File: config.mk
export PLATFORM = sky130hd
export DESIGN_NAME = tcw_fifo
export DESIGN_NICKNAME = d
export VERILOG_FILES = /design/src/hw/rtl/tcw_fifo.sv
export SDC_FILE = /design/constraint.sdc
export NUM_CORES = 1
export LEC_CHECK = 0
export BUFFER_PORTS_ARGS = -buffer_cell sky130_fd_sc_hd__buf_4
export CORE_UTILIZATION = 50
export DETAILED_ROUTE_END_ITERATION = 16
export GPL_TIMING_DRIVEN = 0
export MAX_ROUTING_LAYER = met4
export PLACE_DENSITY = 0.81
export SETUP_SLACK_MARGIN = 0.3
export SLEW_MARGIN = 10
export SYNTH_ARGS = -nofsm -noshare
export SYNTH_HDL_FRONTEND = slang
export SYNTH_SLANG_ARGS = --single-unit
File: constraint.sdc
create_clock -name clk -period 3.07 [get_ports clk]
set_input_delay 0.1535 -clock clk [delete_from_list [all_inputs] [get_ports clk]]
set_output_delay 0.1535 -clock clk [all_outputs]
set_load 0.005 [all_outputs]
File: src/hw/rtl/tcw_fifo.sv
// Small register-based first-in first-out queue.
module tcw_fifo #(
  parameter int WIDTH = 8,
  parameter int DEPTH = 2
) (
  input  logic             clk,
  input  logic             rst_n,
  input  logic             wr_en,
  input  logic [WIDTH-1:0] wr_data,
  input  logic             rd_en,
  output logic [WIDTH-1:0] rd_data,
  output logic             not_empty,
  output logic             is_full
);

  localparam int PTR_W = $clog2(DEPTH);
  localparam int CNT_W = $clog2(DEPTH + 1);

  logic [WIDTH-1:0] slot_r [DEPTH];
  logic [PTR_W-1:0] wr_ptr_r;
  logic [PTR_W-1:0] rd_ptr_r;
  logic [CNT_W-1:0] count_r;
  logic             do_wr;
  logic             do_rd;

  assign do_wr     = wr_en && (count_r != CNT_W'(DEPTH));
  assign do_rd     = rd_en && (count_r != '0);
  assign rd_data   = slot_r[rd_ptr_r];
  assign not_empty = (count_r != '0);
  assign is_full   = (count_r == CNT_W'(DEPTH));

  always_ff @(posedge clk) begin
    if (do_wr) begin
      slot_r[wr_ptr_r] <= wr_data;
    end
  end

  always_ff @(posedge clk) begin
    if (!rst_n) begin
      wr_ptr_r <= '0;
      rd_ptr_r <= '0;
      count_r  <= '0;
    end else begin
      if (do_wr) begin
        wr_ptr_r <= (wr_ptr_r == PTR_W'(DEPTH - 1)) ? '0 : wr_ptr_r + 1'b1;
      end
      if (do_rd) begin
        rd_ptr_r <= (rd_ptr_r == PTR_W'(DEPTH - 1)) ? '0 : rd_ptr_r + 1'b1;
      end
      if (do_wr && !do_rd) begin
        count_r <= count_r + 1'b1;
      end else if (do_rd && !do_wr) begin
        count_r <= count_r - 1'b1;
      end
    end
  end

endmodule

==> reports/qor.log <==
[final_layout] antenna diode instance count 0
[sta] unrepaired setup endpoints after global routing no
[placed_design] weighted congestion at the end of routability-driven global placement 0.634
[detailed_routing] DRC errors left 0
[logic_synthesis] Post-Synth Simple-Gate Area 6.21%
[logic_synthesis] gate count after technology mapping 51
[floorplan] number of top-level design ports 22
[worst_setup_path] category of the worst setup path launch point flip-flop
[clock_tree] CTS Root Buffer Type sky130_fd_sc_hd__clkbuf_4
[worst_setup_path] top fanout value on the critical path 5
[logic_synthesis] syn nets 64
[clock_tree] maximum buffer depth of the clock tree 2
[worst_setup_path] worst endpoint data arrival time 1.83 ns
[flow_run] maxcap violations 0
[clock_tree] clock transition at the register clock pins on the worst setup and hold paths after CTS 0.11 ns
[clock_tree] buffer count from post-CTS setup fixing 0
[worst_setup_path] delay of the slowest cell on the worst path 0.38 ns
[logic_synthesis] count of warnings emitted by yosys 0
[worst_setup_path] slowest stage cell, crit path sky130_fd_sc_hd__or3_1
[final_layout] flip-flop and latch area 581 sq um
[pwr] power density over the cells 759 nW/um^2
[detailed_routing] Iteration-0 DRC Markers 0
[worst_hold_path] Min-Delay Path Class in -> reg
[sta] clock period minus worst slack 1.60 ns
[placed_design] number of buffers added on ports 21
[logic_synthesis] synthesized area divided by synthesized cell count 15.8 sq um
[global_routing] vias in the first global route 420
[placed_design] hpwl dp 860 um
[sta] Tightest Pin Transition 0.708 ns
[final_layout] filler cell count in the final layout 114
[logic_synthesis] register area share after synthesis 72.0%
[detailed_routing] total wirelength of the detailed-routed design 1160 um
[logic_synthesis] fraction of synthesized cell area in xor and xnor cells 3.26%
[sta] final worst-path setup slack 1.47 ns
[worst_setup_path] family with the most delay on the worst path simple AND/OR/NAND/NOR gates
[logic_synthesis] complex-gate fraction of the synthesized area 3.73%
[final_layout] area occupied by multi-input gates 209 sq um
[worst_setup_path] combined buffer and inverter count along the critical path 1
[floorplan] Die Footprint 1780 sq um
[logic_synthesis] adder and majority gate portion of the synthesized area 1.55%
[run_status] outcome finished, final reports clean
[pwr] static power due to leakage 0.415 nW
[floorplan] Starting Density 53.5%
[logic_synthesis] FF+latch count, synth 21
[clock_tree] quantity of hold-fixing buffers added after cts 0
[pwr] Comb power frac 33.3%
[logic_synthesis] total standard cell area after synthesis 806 sq um
[pwr] largest vdd supply drop 0.434 mV
[final_layout] Area growth syn-to-layout 25.3%
[detailed_routing] Routed wire per std cell 12.6 um
[pwr] Internal 0.559 mW
[sta] max-slew headroom at the worst pin 52.6%
[final_layout] net count of the finished layout 90
[detailed_routing] via count 462
[sta] Worst Skew 0.000856 ns
[global_routing] wire length of the first global-routing pass 1790 um
[worst_setup_path] crit path capture type flip-flop
[final_layout] fraction of layout cells with a size suffix above 1 46.1%
[clock_tree] clock sink count 21
[sta] Tcrit/Tclk final 52.2%
[logic_synthesis] leading post-synthesis cells by cell area sky130_fd_sc_hd__edfxtp_1, sky130_fd_sc_hd__dfxtp_1, sky130_fd_sc_hd__mux2_2
[clock_tree] clock tree from TritonCTS yes
[floorplan] standard-cell rows 14
[placed_design] worst setup slack after placement 1.48 ns
[global_routing] number of antenna violations at the first check in global routing 0
[clock_tree] post_cts resized 0
[sta] final setup violation count 0
[global_routing] maximum number of pins on one net before global-route repair 12
[detailed_routing] number of nets with antenna violations after routing 0
[global_routing] aggregate global routing overflow 0
[floorplan] chip width 42.1 um
[worst_setup_path] data required time at the worst endpoint 3.30 ns
[sta] maximum frequency from static timing analysis 0.624 GHz
[pwr] switching pwr 0.207 mW
[detailed_routing] mean number of vias per cell 5.02
[sta] Setup TNS 0 ns
[clock_tree] H-tree level count 1
[sta] Final Hold Violating Endpoints 0
[worst_setup_path] critical path cell sequence nand2b_1, inv_1, nor2_1, ha_1, or3_1, a21oi_1
[pwr] switching portion of total power 27.0%
[clock_tree] worst skew pair latency 0.29 ns
[logic_synthesis] post-synthesis cell type count 17
[pwr] Clock power frac 16.3%
[pwr] portion of total power attributed to sequential cells 50.3%
[worst_setup_path] type of the worst setup path reg -> reg
[floorplan] vertical die dimension 42.1 um
[logic_synthesis] library cell with the largest summed area after synthesis sky130_fd_sc_hd__edfxtp_1
[logic_synthesis] area fraction of the dominant cell type after synthesis 59.6%
[sta] total count of max-transition violations in the final report 0
[clock_tree] CTS Buf Count 3
[detailed_routing] number of iterations in the first detailed-routing pass 1
[logic_synthesis] largest family of logic cells by synthesized area multiplexers
[global_routing] all-layer global routing usage 14.8%
[logic_synthesis] mux share of post-synthesis cell area 11.2%
[floorplan] standard cell core area 1510 sq um
==> per-layer routing <==
metal / GRT usage, % / part of all wire, % / wire [um] / vias to the layer above
met5: - / 0 / 0 / -
met4: 7.50 / 0 / 0 / 0
met3: 4.31 / 4.1 / 47 / 0
met2: 22.8 / 50 / 582 / 11
met1: 17.9 / 46 / 528 / 215
li1: - / - / - / 236
==> cell families (layout without fill, tap and decap cells) <==
kind of cell / count (synthesis) / after routing
compound gates: 5 / 5
xor+xnor: 3 / 3
fa+ha+maj: 1 / 1
buf+inv: 4 / 29
flops: 21 / 21
mux: 8 / 8
simple gates: 9 / 9
==> synth_stat cells <==
library cell / n
sky130_fd_sc_hd__a21boi_0: 1
sky130_fd_sc_hd__a21oi_1: 1
sky130_fd_sc_hd__and3_1: 1
sky130_fd_sc_hd__buf_2: 1
sky130_fd_sc_hd__dfxtp_1: 5
sky130_fd_sc_hd__edfxtp_1: 16
sky130_fd_sc_hd__ha_1: 1
sky130_fd_sc_hd__inv_1: 3
sky130_fd_sc_hd__mux2_2: 8
sky130_fd_sc_hd__nand2b_1: 1
sky130_fd_sc_hd__nor2_1: 4
sky130_fd_sc_hd__nor3_2: 1
sky130_fd_sc_hd__o21a_1: 1
sky130_fd_sc_hd__o21ai_0: 2
sky130_fd_sc_hd__or2_2: 1
sky130_fd_sc_hd__or3_1: 1
sky130_fd_sc_hd__xor2_1: 3
==> area by class of cell <==
| cell class | instances | share of cell area, % |
|---|---|---|
| sequential | 21 | 57.5 |
| clock buffer | 4 | 2.60 |
| inverter | 3 | 1.12 |
| buffer | 1 | 0.496 |
| timing repair buffer | 21 | 15.6 |
| tap | 16 | 1.98 |
| multi-input combinational | 26 | 20.7 |
==> final timing paths <==
| check | depth (start not counted) | slack, ns | endpoint | start |
|---|---|---|---|---|
| setup reg to reg | 6 | 1.47 | count_r[1] | count_r[0] |
| hold reg to reg | 2 | 0.52 | rd_ptr_r | rd_ptr_r |
| setup / recovery | 6 | 1.47 | count_r[1] | count_r[0] |
| hold / removal | 1 | 0.04 | slot_r[0][7] | wr_data[7] |
==> worst reg2reg max path, cell delays in order (launching register included) <==
cell and delay [ns]:
sky130_fd_sc_hd__dfxtp_1 0.36, sky130_fd_sc_hd__nand2b_1 0.18, sky130_fd_sc_hd__inv_1 0.11, sky130_fd_sc_hd__nor2_1 0.06, sky130_fd_sc_hd__ha_1 0.32, sky130_fd_sc_hd__or3_1 0.38
sky130_fd_sc_hd__a21oi_1 0.14
==> through the flow <==
stage	util (%)	instances	instance area (sq um)	hold WS (ns)	power (mW)
after floorplan	-	51	806	0.252	0.540
after global placement	65.3	88	983	0.339	0.642
after detailed placement	65.3	88	983	0.342	0.651
after CTS	67.0	92	1010	0.0310	0.774
after global routing	67.0	92	1010	0.0168	0.815
final	67.0	92	1010	0.0407	0.766
==> cells in the final DEF (no fill, tap or decap) <==
cell type	count
sky130_fd_sc_hd__buf_4	21
sky130_fd_sc_hd__edfxtp_1	16
sky130_fd_sc_hd__mux2_2	8
sky130_fd_sc_hd__dfxtp_1	5
sky130_fd_sc_hd__nor2_1	4
sky130_fd_sc_hd__inv_1	3
sky130_fd_sc_hd__xor2_1	3
sky130_fd_sc_hd__clkbuf_4	3
sky130_fd_sc_hd__o21ai_0	2
sky130_fd_sc_hd__nand2b_1	1
sky130_fd_sc_hd__buf_2	1
sky130_fd_sc_hd__or2_2	1
sky130_fd_sc_hd__and3_1	1
sky130_fd_sc_hd__nor3_2	1
sky130_fd_sc_hd__a21boi_0	1
sky130_fd_sc_hd__o21a_1	1
sky130_fd_sc_hd__or3_1	1
sky130_fd_sc_hd__a21oi_1	1
sky130_fd_sc_hd__ha_1	1
sky130_fd_sc_hd__clkbuf_1	1
==> state kept, by name, indices dropped and copies added, names as in the netlist, named ones only <==
signal    count
count_r       2
rd_ptr_r      1
slot_r       16
wr_ptr_r      1
==> power groups by stage <==
stage	combinational, mW	sequential [mW]	clock [mW]
finish	0.255	0.386	0.125
global route	0.280	0.392	0.143
CTS	0.259	0.386	0.128
detailed placement	0.259	0.392	0
global placement	0.252	0.390	0
floorplan	0.154	0.386	0
(Power assumes the default switching activity.)
