**config.mk**
```make
export PLATFORM = sky130hd
export DESIGN_NAME = tcw_front
export DESIGN_NICKNAME = d
export VERILOG_FILES = /design/src/hw/rtl/tcw_pkg.sv /design/src/hw/rtl/tcw_fifo.sv /design/src/hw/rtl/tcw_front.sv
export SDC_FILE = /design/constraint.sdc
export NUM_CORES = 1
export LEC_CHECK = 0
export BUFFER_PORTS_ARGS = -buffer_cell sky130_fd_sc_hd__clkbuf_2
export CAP_MARGIN = 20
export CORE_MARGIN = 2
export CORE_UTILIZATION = 50
export DETAILED_ROUTE_END_ITERATION = 12
export PLACE_DENSITY = 0.76
export RECOVER_POWER = 100
export SYNTH_ARGS = -nofsm -noshare
export SYNTH_HDL_FRONTEND = slang
export SYNTH_HIERARCHICAL = 1
export SYNTH_SLANG_ARGS = --single-unit
```
**constraint.sdc**
```tcl
create_clock -name clk -period 4.4 [get_ports clk]
set_clock_uncertainty 0.1 [all_clocks]
set_input_delay 0.66 -clock clk [delete_from_list [all_inputs] [get_ports clk]]
set_output_delay 0.66 -clock clk [all_outputs]
set_load 0.03 [all_outputs]
```
**src/hw/rtl/tcw_pkg.sv**
```systemverilog
// Shared types and character constants of the text console writer.
package tcw_pkg;

  localparam logic [7:0] CH_BACKSPACE = 8'h08;
  localparam logic [7:0] CH_TAB       = 8'h09;
  localparam logic [7:0] CH_NEWLINE   = 8'h0A;
  localparam logic [7:0] CH_RETURN    = 8'h0D;
  localparam logic [7:0] CH_BLANK     = 8'h20;
  localparam logic [7:0] RESET_ATTR   = 8'h07;

  typedef enum logic [2:0] {
    OP_READ,
    OP_PRINT,
    OP_LINE_END,
    OP_TAB,
    OP_BACK
  } op_kind_t;

  typedef struct packed {
    op_kind_t    kind;
    logic [7:0]  ch;
    logic [4:0]  row;
    logic [6:0]  col;
    logic        in_range;
    logic        last;
  } tcw_op_t;

  typedef struct packed {
    logic [6:0]  cursor_column;
    logic [4:0]  cursor_line;
    logic [10:0] shown_cursor_pos;
    logic [7:0]  cell_char;
    logic [7:0]  cell_attr;
  } tcw_res_t;

endpackage

```
**src/hw/rtl/tcw_fifo.sv**
```systemverilog
// Small register-based first-in first-out queue.
module tcw_fifo #(
  parameter int WIDTH = 8,
  parameter int DEPTH = 2
) (
  input  logic             clk,
  input  logic             rst_n,
  input  logic             wr_en,
  input  logic [WIDTH-1:0] wr_data,
  input  logic             rd_en,
  output logic [WIDTH-1:0] rd_data,
  output logic             not_empty,
  output logic             is_full
);

  localparam int PTR_W = $clog2(DEPTH);
  localparam int CNT_W = $clog2(DEPTH + 1);

  logic [WIDTH-1:0] slot_r [DEPTH];
  logic [PTR_W-1:0] wr_ptr_r;
  logic [PTR_W-1:0] rd_ptr_r;
  logic [CNT_W-1:0] count_r;
  logic             do_wr;
  logic             do_rd;

  assign do_wr     = wr_en && (count_r != CNT_W'(DEPTH));
  assign do_rd     = rd_en && (count_r != '0);
  assign rd_data   = slot_r[rd_ptr_r];
  assign not_empty = (count_r != '0);
  assign is_full   = (count_r == CNT_W'(DEPTH));

  always_ff @(posedge clk) begin
    if (do_wr) begin
      slot_r[wr_ptr_r] <= wr_data;
    end
  end

  always_ff @(posedge clk) begin
    if (!rst_n) begin
      wr_ptr_r <= '0;
      rd_ptr_r <= '0;
      count_r  <= '0;
    end else begin
      if (do_wr) begin
        wr_ptr_r <= (wr_ptr_r == PTR_W'(DEPTH - 1)) ? '0 : wr_ptr_r + 1'b1;
      end
      if (do_rd) begin
        rd_ptr_r <= (rd_ptr_r == PTR_W'(DEPTH - 1)) ? '0 : rd_ptr_r + 1'b1;
      end
      if (do_wr && !do_rd) begin
        count_r <= count_r + 1'b1;
      end else if (do_rd && !do_wr) begin
        count_r <= count_r - 1'b1;
      end
    end
  end

endmodule

```
**src/hw/rtl/tcw_front.sv**
```systemverilog
// Front end: classifies incoming beats into operations and queues them.
module tcw_front #(
  parameter int COLUMNS = 80,
  parameter int ROWS    = 25
) (
  input  logic            clk,
  input  logic            rst_n,
  input  logic            accept,
  input  logic            cmd,
  input  logic [7:0]      char_code,
  input  logic [4:0]      read_row,
  input  logic [6:0]      read_col,
  input  logic            last_of_text,
  input  logic            op_pop,
  output tcw_pkg::tcw_op_t op,
  output logic            op_valid,
  output logic            op_full
);

  import tcw_pkg::*;

  tcw_op_t                 op_in;
  logic [$bits(tcw_op_t)-1:0] op_q;

  always_comb begin
    op_in.ch       = char_code;
    op_in.row      = read_row;
    op_in.col      = read_col;
    op_in.last     = last_of_text;
    op_in.in_range = (32'(read_row) < ROWS) && (32'(read_col) < COLUMNS);
    if (cmd) begin
      op_in.kind = OP_READ;
    end else if (char_code == CH_NEWLINE || char_code == CH_RETURN) begin
      op_in.kind = OP_LINE_END;
    end else if (char_code == CH_TAB) begin
      op_in.kind = OP_TAB;
    end else if (char_code == CH_BACKSPACE) begin
      op_in.kind = OP_BACK;
    end else begin
      op_in.kind = OP_PRINT;
    end
  end

  tcw_fifo #(
    .WIDTH ($bits(tcw_op_t)),
    .DEPTH (2)
  ) u_op_queue (
    .clk       (clk),
    .rst_n     (rst_n),
    .wr_en     (accept),
    .wr_data   (op_in),
    .rd_en     (op_pop),
    .rd_data   (op_q),
    .not_empty (op_valid),
    .is_full   (op_full)
  );

  assign op = op_q;

endmodule

```
==> summary.txt, run 1 <==
Logic pwr share = 33.0%
Crit start category = flip-flop
Switch share = 35.8%
Worst Path Arrival = 2200 ps
Crit-path most repeated cell = clkbuf_1
WL/cell = 16.0 um
Initial antenna violation count = 0
Endpoint type of the worst setup path = primary output
Vias per std cell = 5.18
Num Clock Sinks = 55
Slew Limit Fails = 0
Initial core utilization = 52.7%
Cell family with most CP delay = buffers and inverters
I/O pin total = 53
Inserted Diodes = 0
Ratio of cells with drive above 1 in the final layout = 24.6%
Worst path max stage delay = 650 ps
Row cnt = 23
Core area = 4060 sq um
Post-cts sizing count = 0
TNS Setup = 0 ps
Hold Fails Final Rpt = 0
Max-cap check violation count = 0
Commonest cells in the netlist = edfxtp_1 (50), mux2_2 (25), dfxtp_1 (5)
DIE AREA = 4820 sq um
Final net count = 201
Seq pwr share = 48.2%
Top cells by area, synth = edfxtp_1 (70%), mux2_2 (13%), dfxtp_1 (4.7%)
Die Span Y = 69.4 um
Vias = 1165
DRC viols = 0
PwrDens = 587 nW/um^2
Width of the die = 69.4 um
Synth warn = 6
Critical path class = flip-flop to primary output
Least-Margin Pin Slew = 1250 ps
Largest net degree at the start of global routing = 26
Post-synth ARST share = 0%
Peak supply drop = 0.000392 V
Worst hold path class = input port to flip-flop
Most frequent cell after synthesis = edfxtp_1
Unrepaired setup endpoints after global routing = no
Slowest stage cell, crit path = dfxtp_1
Drt pass-1 iters = 4
Post-synthesis simple-gate area fraction = 5.79%
Crit-path cells = clkbuf_1, mux2_2, clkbuf_1
Finished Cell Area = 2470 sq um
Final min period = 2960 ps
CTS H-tree depth = 2
Setup violators final = 0
Status = finished, final reports clean
Cell taking the most area after synthesis = edfxtp_1
Internal = 931 uW
Switching power = 520 uW
Worst-path fanout max = 14
Synthesized instance count = 115
Syn_nets = 142
Clock Tree Buf Depth = 2
Cell Area, Synth = 2140 sq um
Clk slew on worst S/H paths = 100 ps
Synthesized flop and latch total = 55
Post-synth top area share = 70.2%
Post-synthesis mux area share = 13.2%
Compound-Gate Fraction of Synth Area = 3.10%
Port bufs = 52
Distinct cells, synth = 29
Routed WL = 3610 um
Placed cell areas = 2470 sq um
DRT iter0 DRCs = 70
Final Cycle Share = 67.3%
CTS tree = yes
Post-synthesis xor/xnor area fraction = 1.23%
Number of global-route vias before repair = 1250
Largest family of logic cells by synthesized area = multiplexers
Clk root buf = clkbuf_8
Worst EP required = 3640 ps
First-pass GRT wire length = 5760 um
Leak = 0.822 nW
Routability cong. = 0.716
Detailed placer's ending HPWL = 2630 um
Area delta synth->final = 15.4%
Post-CTS setup buffer count = 0
Worst hold start = read_col[0]
Post-synthesis sequential area ratio = 74.9%
Fmax = 338 MHz
Avg Inst Size Synth = 18.6 sq um
CTS Buf Count = 5
CP bufs+invs = 2
Clk Latency, worst-skew pair = 300 ps
Fin Hold WS = 443 ps
Cts hold-fix bufs = 0
Reg2Reg Launch Point = u_op_queue/count_r[0]$_SDFFE_PN0P_
All-Layer GR Usage = 15.6%
Post-DRT Antenna Nets = 0
Post-Synth Adder-Cell Area = 0.585%
EDFF count, synth = 50
Ys flop type = edfxtp_1
GRT Residual Overflow = 0
Clock power frac = 18.8%
Slew Limit Headroom = 16.3%
==> path summary, 6_finish.rpt <==
path                                              to  slack (ps)  cells after the start
setup reg to reg  u_op_queue/slot_r[0][11]$_DFFE_PP_        1460                      4
setup / recovery                              op[11]        1440                      3
hold / removal     u_op_queue/slot_r[1][2]$_DFFE_PP_         440                      1
hold reg to reg   u_op_queue/count_r[1]$_SDFFE_PN0P_         440                      2
==> registers in the layout, indices dropped and copies added, names as in the netlist, named ones only <==
register and count:
u_op_queue/wr_ptr_r 1, u_op_queue/rd_ptr_r 1, u_op_queue/count_r 2, u_op_queue/slot_r 50
==> power by group through the flow <==
| stage | registers (mW) | clock network, mW | logic, mW |
|---|---|---|---|
| 2_1_floorplan | 0.689 | 0 | 0.399 |
| 3_3_place_gp | 0.723 | 0 | 0.485 |
| 3_5_place_dp | 0.729 | 0 | 0.506 |
| 4_1_cts | 0.717 | 0.280 | 0.507 |
| 5_1_grt | 0.708 | 0.303 | 0.513 |
| 6_report | 0.699 | 0.273 | 0.479 |
==> per-stage QoR <==
stage	setup slack (ps)	utilization [%]	instances	total power, mW
finish	1440	60.8	225	1.45
global route	1160	60.8	225	1.52
CTS	1640	63.2	224	1.50
detailed placement	1960	60.9	216	1.23
global placement	1980	60.5	215	1.21
floorplan	2130	-	115	1.09
==> cells in the final DEF (no fill, tap or decap), drive strengths merged <==
cell | synthesis | layout
a21boi | 2 | 2
or3 | 1 | 1
clkinv | 0 | 2
o21ba | 1 | 1
nor2 | 2 | 2
dfxtp | 5 | 5
o21a | 1 | 1
a21oi | 2 | 2
and2 | 4 | 4
nand3b | 1 | 1
clkbuf | 0 | 60
o21ai | 3 | 3
nand2b | 1 | 1
mux2 | 25 | 25
inv | 2 | 2
xor2 | 1 | 1
ha | 1 | 1
nor2b | 1 | 1
clkinvlp | 0 | 1
and3 | 1 | 1
edfxtp | 50 | 50
xnor2 | 2 | 2
o311ai | 1 | 1
nor3 | 3 | 3
or2 | 1 | 1
nor4b | 1 | 1
==> layer usage <==
metal	routed length, um	vias up	global-route usage, %
met5	0	-	0
met4	41	0	5.23
met3	190	4	4.51
met2	1890	34	27.7
met1	1480	568	17.9
li1	-	559	-
==> cell families (layout without fill, tap and decap cells) <==
logic type / Yosys count / in the layout
AOI/OAI and AO/OA: 10 / 10
xor gates and xnor gates: 3 / 3
adders and majority gates: 1 / 1
buffers and inverters: 5 / 65
DFF: 55 / 55
muxes: 25 / 25
and+or+nand+nor: 16 / 16
==> cell type report <==
| type | instances | area (sq um) |
|---|---|---|
| timing repair buffer | 55 | 218 |
| clock buffer | 5 | 68.8 |
| clock inverter | 3 | 25.0 |
| tap | 50 | 62.6 |
| fill | 319 | 1590 |
| multi-input combinational | 55 | 485 |
| inverter | 2 | 7.51 |
| sequential | 55 | 1600 |
Power figures use the tool's default switching activity.
==> inputs of run 2 (changes only) <==
clock period = 3.1 ns   (was 4.4 ns; I/O delays follow)
==> summary.txt, run 2 (synthesis results as in run 1) <==
PwrDens = 859 nW/um^2 (+46%)
Post-cts sizing count = 0 (unchanged)
DIE AREA = 4820 sq um (unchanged)
Die Span Y = 69.4 um (unchanged)
Setup violators final = 0 (unchanged)
Worst hold start = read_col[0]
Status = finished, final reports clean
Post-CTS setup buffer count = 0 (unchanged)
FF-to-FF path depth = 4 (unchanged)
Least-Margin Pin Slew = 1410 ps (+164 ps)
Clk slew on worst S/H paths = 100 ps (about the same)
CTS H-tree depth = 2 (unchanged)
Routed WL = 3460 um (-4.2%)
Post-route setup slack = 601 ps (-838 ps)
Ratio of cells with drive above 1 in the final layout = 25.1% (+0.57 points)
Hold depth = 1 (unchanged)
Biggest register = u_op_queue/slot_r
Peak supply drop = 0.000439 V (+12%)
Unrepaired setup endpoints after global routing = no
Max-cap check violation count = 0 (unchanged)
Largest register FFs = 50 (unchanged)
Clk Latency, worst-skew pair = 300 ps (about the same)
CTS tree = yes
Worst Path Arrival = 1930 ps (-270 ps)
Slew Limit Headroom = 6.03% (-10 points)
Crit start category = flip-flop
Inserted Diodes = 0 (unchanged)
Hold Fails Final Rpt = 0 (unchanged)
Initial core utilization = 52.7% (unchanged)
Worst EP required = 2530 ps (-1110 ps)
Slew Limit Fails = 0 (unchanged)
Width of the die = 69.4 um (unchanged)
DRT iter0 DRCs = 106 (+51%)
Met1 usage = 16.3% (-1.6 points)
Largest net degree at the start of global routing = 26 (unchanged)
Design Power = 2.14 mW (+48%)
Final Cycle Share = 80.6%
Worst-path fanout max = 17 (+3)
Cts hold-fix bufs = 0 (unchanged)
DP Cell Count = 217 (+0.46%)
Number of global-route vias before repair = 1247 (-0.24%)
Worst hold path class = input port to flip-flop
Vias per std cell = 5.08 (-2.0%)
Final min period = 2500 ps
Detailed placer's ending HPWL = 2510 um (-4.4%)
First-pass GRT wire length = 5660 um (-1.8%)
Grt met3 use = 4.94% (+0.44 points)
Clk root buf = clkbuf_8
Final net count = 201 (unchanged)
Critical path class = flip-flop to primary output
GRT Residual Overflow = 0 (unchanged)
Commonest non-fill, non-tap cell in the layout = edfxtp_1
Vias = 1142 (-2.0%)
Biggest registers after layout = u_op_queue/slot_r (50), u_op_queue/count_r (2)
Routability cong. = 0.746 (+4.3%)
Endpoint type of the worst setup path = primary output
Most frequent cells in the layout = edfxtp_1 (50), clkbuf_1 (45), mux2_2 (24)
Row cnt = 23 (unchanged)
Leak = 0.840 nW (+2.2%)
Reg2Reg Launch Point = u_op_queue/count_r[0]$_SDFFE_PN0P_
Drt pass-1 iters = 4 (unchanged)
R2r endpoint = u_op_queue/slot_r[0][5]$_DFFE_PP_
Port bufs = 52 (unchanged)
Pre-CTS WS = 1100 ps (-859 ps)
Post-DRT Antenna Nets = 0 (unchanged)
Fin Hold WS = 244 ps (-199 ps)
R2r setup slk = 710 ps (-750 ps)
DRC viols = 0 (unchanged)
Final non-filler cell total = 225 (unchanged)
Area delta synth->final = 16.5%
TNS Setup = 0 ps (unchanged)
Clock Tree Buf Depth = 2 (unchanged)
Fmax = 400 MHz
Num Clock Sinks = 55 (unchanged)
Initial antenna violation count = 0 (unchanged)
M2 GR Usage = 27.2% (-0.43 points)
I/O pin total = 53 (unchanged)
Hold Crit Endpoint = u_op_queue/slot_r[0][2]$_DFFE_PP_
CTS Buf Count = 5 (unchanged)
WL/cell = 15.4 um (-4.2%)
Core area = 4060 sq um (unchanged)
All-Layer GR Usage = 15.3% (-0.28 points)
Most used routing layer = met2
==> run 2: worst max path at each step <==
stage | from | endpoint | slack (ps) | depth (start not counted)
after floorplan | u_op_queue/count_r[0]$_SDFFE_PN0P_ | u_op_queue/slot_r[0][0]$_DFFE_PP_ | 920 | 3
after global placement | flip-flop | op[11] | 1130 | 3
after detailed placement | flip-flop | op[13] | 1100 | 3
after CTS | flip-flop | op[13] | 750 | 3
after global routing | flip-flop | op[8] | 480 | 3
final | flip-flop | op[8] | 600 | 3
==> run 2: power breakdown <==
part	total [mW]	leakage (nW)	switching, mW	internal [mW]
registers	0.989	0.510	0.0500	0.939
logic	0.680	0.272	0.456	0.224
clock network	0.472	0.0587	0.228	0.245
==> run 2: through the flow <==
step,instance area [sq um],util (%)
2_1_floorplan,2140,-
3_3_place_gp,2470,60.9
3_5_place_dp,2470,60.9
4_1_cts,2590,63.8
5_1_grt,2490,61.4
6_report,2490,61.4
==> run 2: critical path, stage by stage (launching register included) <==
cell and delay, ps:
dfxtp_1 560, clkbuf_2 450, mux2_2 400, clkbuf_1 210
==> run 2: layout make-up <==
| cell class | count | area, sq um |
|---|---|---|
| Multi-Input combinational cell | 55 | 485 |
| Timing Repair Buffer | 55 | 219 |
| Clock inverter | 3 | 47.5 |
| Tap cell | 50 | 62.6 |
| Fill cell | 318 | 1570 |
| Sequential cell | 55 | 1600 |
| Clock buffer | 5 | 68.8 |
| Inverter | 2 | 7.51 |
==> run 2: metal layers <==
metal	vias up	wire length (um)
li1	556	-
met1	546	1320
met2	35	1870
met3	5	207
met4	0	57
met5	-	0
